### config.mk
export PLATFORM = sky130hd
export DESIGN_NAME = tlbl_regs
export DESIGN_NICKNAME = d
export VERILOG_FILES = /design/src/rtl/tlbl_pkg.sv /design/src/rtl/tlbl_regs.sv
export SDC_FILE = /design/constraint.sdc
export NUM_CORES = 1
export LEC_CHECK = 0
export BUFFER_PORTS_ARGS = -buffer_cell sky130_fd_sc_hd__buf_2
export CAP_MARGIN = 20
export CORE_ASPECT_RATIO = 0.5
export CORE_UTILIZATION = 30
export CTS_BUF_LIST = sky130_fd_sc_hd__clkbuf_16
export CTS_CLUSTER_DIAMETER = 50
export DETAILED_ROUTE_END_ITERATION = 8
export SYNTH_ARGS = -nofsm -noshare
export SYNTH_HDL_FRONTEND = slang
export SYNTH_SLANG_ARGS = --single-unit
### constraint.sdc
create_clock -name clk -period 1.9 [get_ports clk]
set_input_delay 0.095 -clock clk [delete_from_list [all_inputs] [get_ports clk]]
set_output_delay 0.095 -clock clk [all_outputs]
set_load 0.01 [all_outputs]
### src/rtl/tlbl_pkg.sv
`timescale 1ns / 1ps
// Shared types, codes and constants of the two-level token bucket limiter.
package tlbl_pkg;

	localparam int NUM_CLIENTS_DEF = 64;

	localparam int CMD_W        = 3;
	localparam int CLIENT_IDX_W = 6;
	localparam int TOKEN_W      = 16;
	localparam int SEC_W        = 32;
	localparam int PROD_W       = TOKEN_W + SEC_W;
	localparam int STATUS_W     = 2;

	localparam int CFG_IDX_W  = 3;
	localparam int CFG_DATA_W = 16;

	// commands
	localparam logic [CMD_W-1:0] CMD_TICK    = 3'd0;
	localparam logic [CMD_W-1:0] CMD_REQUEST = 3'd1;
	localparam logic [CMD_W-1:0] CMD_CHECK   = 3'd2;
	localparam logic [CMD_W-1:0] CMD_OPEN    = 3'd3;
	localparam logic [CMD_W-1:0] CMD_CLOSE   = 3'd4;
	localparam logic [CMD_W-1:0] CMD_SWEEP   = 3'd5;
	localparam logic [CMD_W-1:0] CMD_CLEAR   = 3'd6;

	// result status
	localparam logic [STATUS_W-1:0] STAT_OK     = 2'd0;
	localparam logic [STATUS_W-1:0] STAT_GLOBAL = 2'd1;
	localparam logic [STATUS_W-1:0] STAT_CLIENT = 2'd2;

	// configuration register indexes
	localparam logic [CFG_IDX_W-1:0] REG_ENABLE        = 3'd0;
	localparam logic [CFG_IDX_W-1:0] REG_DEFAULT_RATE  = 3'd1;
	localparam logic [CFG_IDX_W-1:0] REG_DEFAULT_BURST = 3'd2;
	localparam logic [CFG_IDX_W-1:0] REG_WINDOW        = 3'd3;
	localparam logic [CFG_IDX_W-1:0] REG_GLOBAL_RATE   = 3'd4;
	localparam logic [CFG_IDX_W-1:0] REG_GLOBAL_BURST  = 3'd5;

	// register reset values
	localparam logic [TOKEN_W-1:0] RST_DEFAULT_RATE  = 16'd100;
	localparam logic [TOKEN_W-1:0] RST_DEFAULT_BURST = 16'd20;
	localparam logic [TOKEN_W-1:0] RST_WINDOW        = 16'd60;
	localparam logic [TOKEN_W-1:0] RST_GLOBAL_RATE   = 16'd1000;
	localparam logic [TOKEN_W-1:0] RST_GLOBAL_BURST  = 16'd200;

	localparam logic [TOKEN_W-1:0] CONN_MAX = 16'hFFFF;

	typedef struct packed {
		logic               enable;
		logic [TOKEN_W-1:0] default_rate;
		logic [TOKEN_W-1:0] default_burst;
		logic [TOKEN_W-1:0] window_seconds;
		logic [TOKEN_W-1:0] global_rate;
		logic [TOKEN_W-1:0] global_burst;
		logic               global_burst_wr;
		logic [TOKEN_W-1:0] global_burst_wdata;
	} cfg_t;

	// one client table entry
	typedef struct packed {
		logic [TOKEN_W-1:0] rate;
		logic [TOKEN_W-1:0] burst;
		logic [TOKEN_W-1:0] tokens;
		logic [SEC_W-1:0]   last_second;
		logic [TOKEN_W-1:0] connections;
	} entry_t;

	localparam int ENTRY_W = $bits(entry_t);

	typedef struct packed {
		logic                allowed;
		logic [STATUS_W-1:0] status;
		logic [TOKEN_W-1:0]  remaining;
		logic [TOKEN_W-1:0]  reset_after;
		logic                connection_ok;
		logic [TOKEN_W-1:0]  active_connections;
	} res_t;

endpackage

### src/rtl/tlbl_regs.sv
`timescale 1ns / 1ps
// Configuration register file of the limiter.
module tlbl_regs import tlbl_pkg::*; (
	input  logic                  clk,
	input  logic                  arst_n,
	input  logic                  cfg_we,
	input  logic [CFG_IDX_W-1:0]  cfg_index,
	input  logic [CFG_DATA_W-1:0] cfg_wdata,
	output cfg_t                  cfg
);
	logic               enable_q;
	logic [TOKEN_W-1:0] default_rate_q;
	logic [TOKEN_W-1:0] default_burst_q;
	logic [TOKEN_W-1:0] window_q;
	logic [TOKEN_W-1:0] global_rate_q;
	logic [TOKEN_W-1:0] global_burst_q;

	always_ff @(posedge clk or negedge arst_n) begin
		if (!arst_n) begin
			enable_q        <= 1'b0;
			default_rate_q  <= RST_DEFAULT_RATE;
			default_burst_q <= RST_DEFAULT_BURST;
			window_q        <= RST_WINDOW;
			global_rate_q   <= RST_GLOBAL_RATE;
			global_burst_q  <= RST_GLOBAL_BURST;
		end else if (cfg_we) begin
			case (cfg_index)
				REG_ENABLE:        enable_q        <= cfg_wdata[0];
				REG_DEFAULT_RATE:  default_rate_q  <= cfg_wdata;
				REG_DEFAULT_BURST: default_burst_q <= cfg_wdata;
				REG_WINDOW:        window_q        <= cfg_wdata;
				REG_GLOBAL_RATE:   global_rate_q   <= cfg_wdata;
				REG_GLOBAL_BURST:  global_burst_q  <= cfg_wdata;
				default: ;
			endcase
		end
	end

	always_comb begin
		cfg.enable             = enable_q;
		cfg.default_rate       = default_rate_q;
		cfg.default_burst      = default_burst_q;
		cfg.window_seconds     = window_q;
		cfg.global_rate        = global_rate_q;
		cfg.global_burst       = global_burst_q;
		// a global_burst write also reloads the global bucket
		cfg.global_burst_wr    = cfg_we && (cfg_index == REG_GLOBAL_BURST);
		cfg.global_burst_wdata = cfg_wdata;
	end
endmodule

==> summary.txt <==
worst path arrival time -> 1.32 ns
Die ar. -> 11600 um2
largest family of logic cells by synthesized area -> multiplexers
via-per-instance ratio -> 4.47
synth warn -> 0
max-cap violations -> 0
crit path max fanout -> 16
top post-synthesis cells by area -> dfrtp_1 (47%), mux2_2 (20%), dfstp_2 (14%)
GP Congestion -> 0.688
outcome -> completed
Post-Synth XOR/XNOR Area -> 0%
First-pass DRT Iterations -> 4
RSZ-0062 raised after global routing -> no
post-route cell area -> 4270 um2
Sum Neg Setup Slack -> 0 ns
Worst-Margin Slew -> 0.621 ns
Starting DRT DRC Count -> 83
share of post-route cells with drive strength above 1 -> 78.1%
Post-DP Area -> 3950 um2
Inst Count DP -> 433
Synth Register Bits -> 81
clk buf depth -> 2
Synth top area share -> 47.0%
Final Skew -> 0 ns
sequential share of the synthesized area -> 61.1%
Tcrit/Tclk final -> 58.5%
critical path endpoint category -> register
Final nets -> 327
H-tree depth -> 3
Layout area overhead -> 27.4%
CP Class -> primary input to register
worst vdd ir -> 0.549 mV
Port Buffers -> 119
final hold violation count -> 0
cells after synthesis -> 194
Worst R2R Setup Slack -> 1.13 ns
Adder-Cell Fraction of Synth Area -> 0%
Post-CTS Resized -> 0
Critical Path RT -> 2.11 ns
Clock Sink Count -> 81
GR Overflow Total -> 0
Power Density -> 1250 nW/um2
Leakage -> 2.06 nW
f_max -> 0.900 GHz
maximum number of pins on one net before global-route repair -> 46
Tmin final -> 1.11 ns
Pins Over Slew Limit -> 0
Simple-Gate Fraction of Synth Area -> 2.28%
Slew headroom -> 58.5%
WL final -> 7430 um
Mapped Nets -> 216
FP Rows -> 26
post-route DRC violation count -> 0
routed length per instance -> 16.5 um
Tot GR Track Use -> 14.1%
vias after detailed routing -> 2010
first-pass GRT wire length -> 12200 um
TritonCTS Buffers -> 9
compound-cell area share of the yosys netlist -> 0%
vias in the first global route -> 2158
Final setup viols -> 0
die height -> 76.8 um
clk root buf -> clkbuf_16
DRT antenna net count -> 0
starting density of the core -> 31.8%
core footprint -> 10500 um2
detailed-placement wirelength estimate -> 5160 um
TritonCTS clock tree -> built
Hold Crit Class -> primary input to register
Yosys cell types -> 12
clk slew on worst S/H paths -> 0.06 ns
cell area after synthesis -> 3350 um2
clk_lat worst skew -> 0.33 ns
Synth area leader -> dfrtp_1
fin cells -> 450
antenna violations before repair -> 0
Startpoint Class -> primary input
mux share of post-synthesis cell area -> 29.7%
Power, Total -> 5.34 mW
Antenna diodes -> 0
IO Pins -> 120
die width -> 152 um
Filler Cells Inserted -> 988
Mean Syn Cell Area -> 17.3 um2
==> state kept, by name, indices dropped and copies added (netlist names) <==
| register | cells |
|---|---|
| default_rate_q | 16 |
| global_rate_q | 16 |
| global_burst_q | 16 |
| default_burst_q | 16 |
| enable_q | 1 |
| window_q | 16 |
==> cell type report <==
cell class | instances | area, um2 | area share [%]
Inverter | 1 | 3.75 | 0.0879
Clock inverter | 7 | 87.6 | 2.05
Clock buffer | 9 | 225 | 5.27
Multi-Input combinational cell | 87 | 1070 | 25.1
Tap cell | 140 | 175 | 4.10
Sequential cell | 81 | 2050 | 48.0
Timing Repair Buffer | 125 | 658 | 15.4
==> stage by stage <==
step                      worst slack [ns]  util, %  hold WS (ns)
after floorplan                      0.826        -        -0.201
after global placement               0.448     37.5         0.119
after detailed placement             0.402     37.5         0.138
after CTS                            0.762     40.5        0.0525
after global routing                 0.662     40.5        0.0679
final                                0.789     40.5        0.0649
==> synthesized netlist by cell type <==
library cell / instances
dfstp_2: 18
buf_12: 2
nor4b_1: 1
nand4b_2: 2
buf_4: 17
mux2_4: 22
and4bb_2: 3
mux2_2: 59
dfrtp_1: 63
buf_6: 5
inv_1: 1
buf_2: 1
==> path summary, 6_finish.rpt <==
kind	from	to	depth (start not counted)
setup / recovery	cfg_index[2]	window_q[11]$_DFFE_PN0P_	3
hold / removal	cfg_wdata[5]	default_burst_q[5]$_DFFE_PN0P_	2
setup reg to reg	default_rate_q[0]$_DFFE_PN0P_	default_rate_q[0]$_DFFE_PN0P_	1
hold reg to reg	global_burst_q[0]$_DFFE_PN0P_	global_burst_q[0]$_DFFE_PN0P_	1
max in group asynchronous	arst_n	global_rate_q[9]$_DFFE_PN1P_	3
min in group asynchronous	arst_n	global_burst_q[4]$_DFFE_PN0P_	2
==> critical path: stages <==
cell and delay (ns):
buf_2 0.13, nand4b_2 0.60, mux2_2 0.48
==> timing repair <==
action / CTS / global route
setup buffers: 0 / 0
endpoints found under the hold margin: 29 / 0
hold buffers: 1 / 0
==> layer usage <==
layer	global-route usage, %	vias to the layer above	wire length [um]
li1	-	895	-
met1	17.5	1061	3290
met2	23.3	45	3820
met3	3.63	9	223
met4	5.54	0	99
met5	0	-	0
==> where the power goes <==
| group | total [mW] | switching, mW | internal [mW] |
|---|---|---|---|
| registers | 2.36 | 0.194 | 2.17 |
| logic | 1.19 | 0.551 | 0.634 |
| clock network | 1.80 | 0.657 | 1.14 |
==> placed cells by master (no fill, tap or decap) <==
| cell | count |
|---|---|
| clkbuf_16 | 9 |
| clkinvlp_4 | 2 |
| and4bb_2 | 3 |
| nand4b_2 | 2 |
| inv_1 | 3 |
| dfstp_2 | 18 |
| dlygate4sd3_1 | 1 |
| dfrtp_1 | 63 |
| clkinv_2 | 1 |
| bufinv_16 | 2 |
| buf_2 | 118 |
| buf_12 | 1 |
| nor4b_1 | 1 |
| buf_4 | 5 |
| mux2_2 | 59 |
| mux2_4 | 22 |
==> cell families after synthesis <==
kind of cell | after synthesis
and+or+nand+nor | 6
buffers and inverters | 26
muxes | 81
DFF | 81
Power figures use the tool's default switching activity.
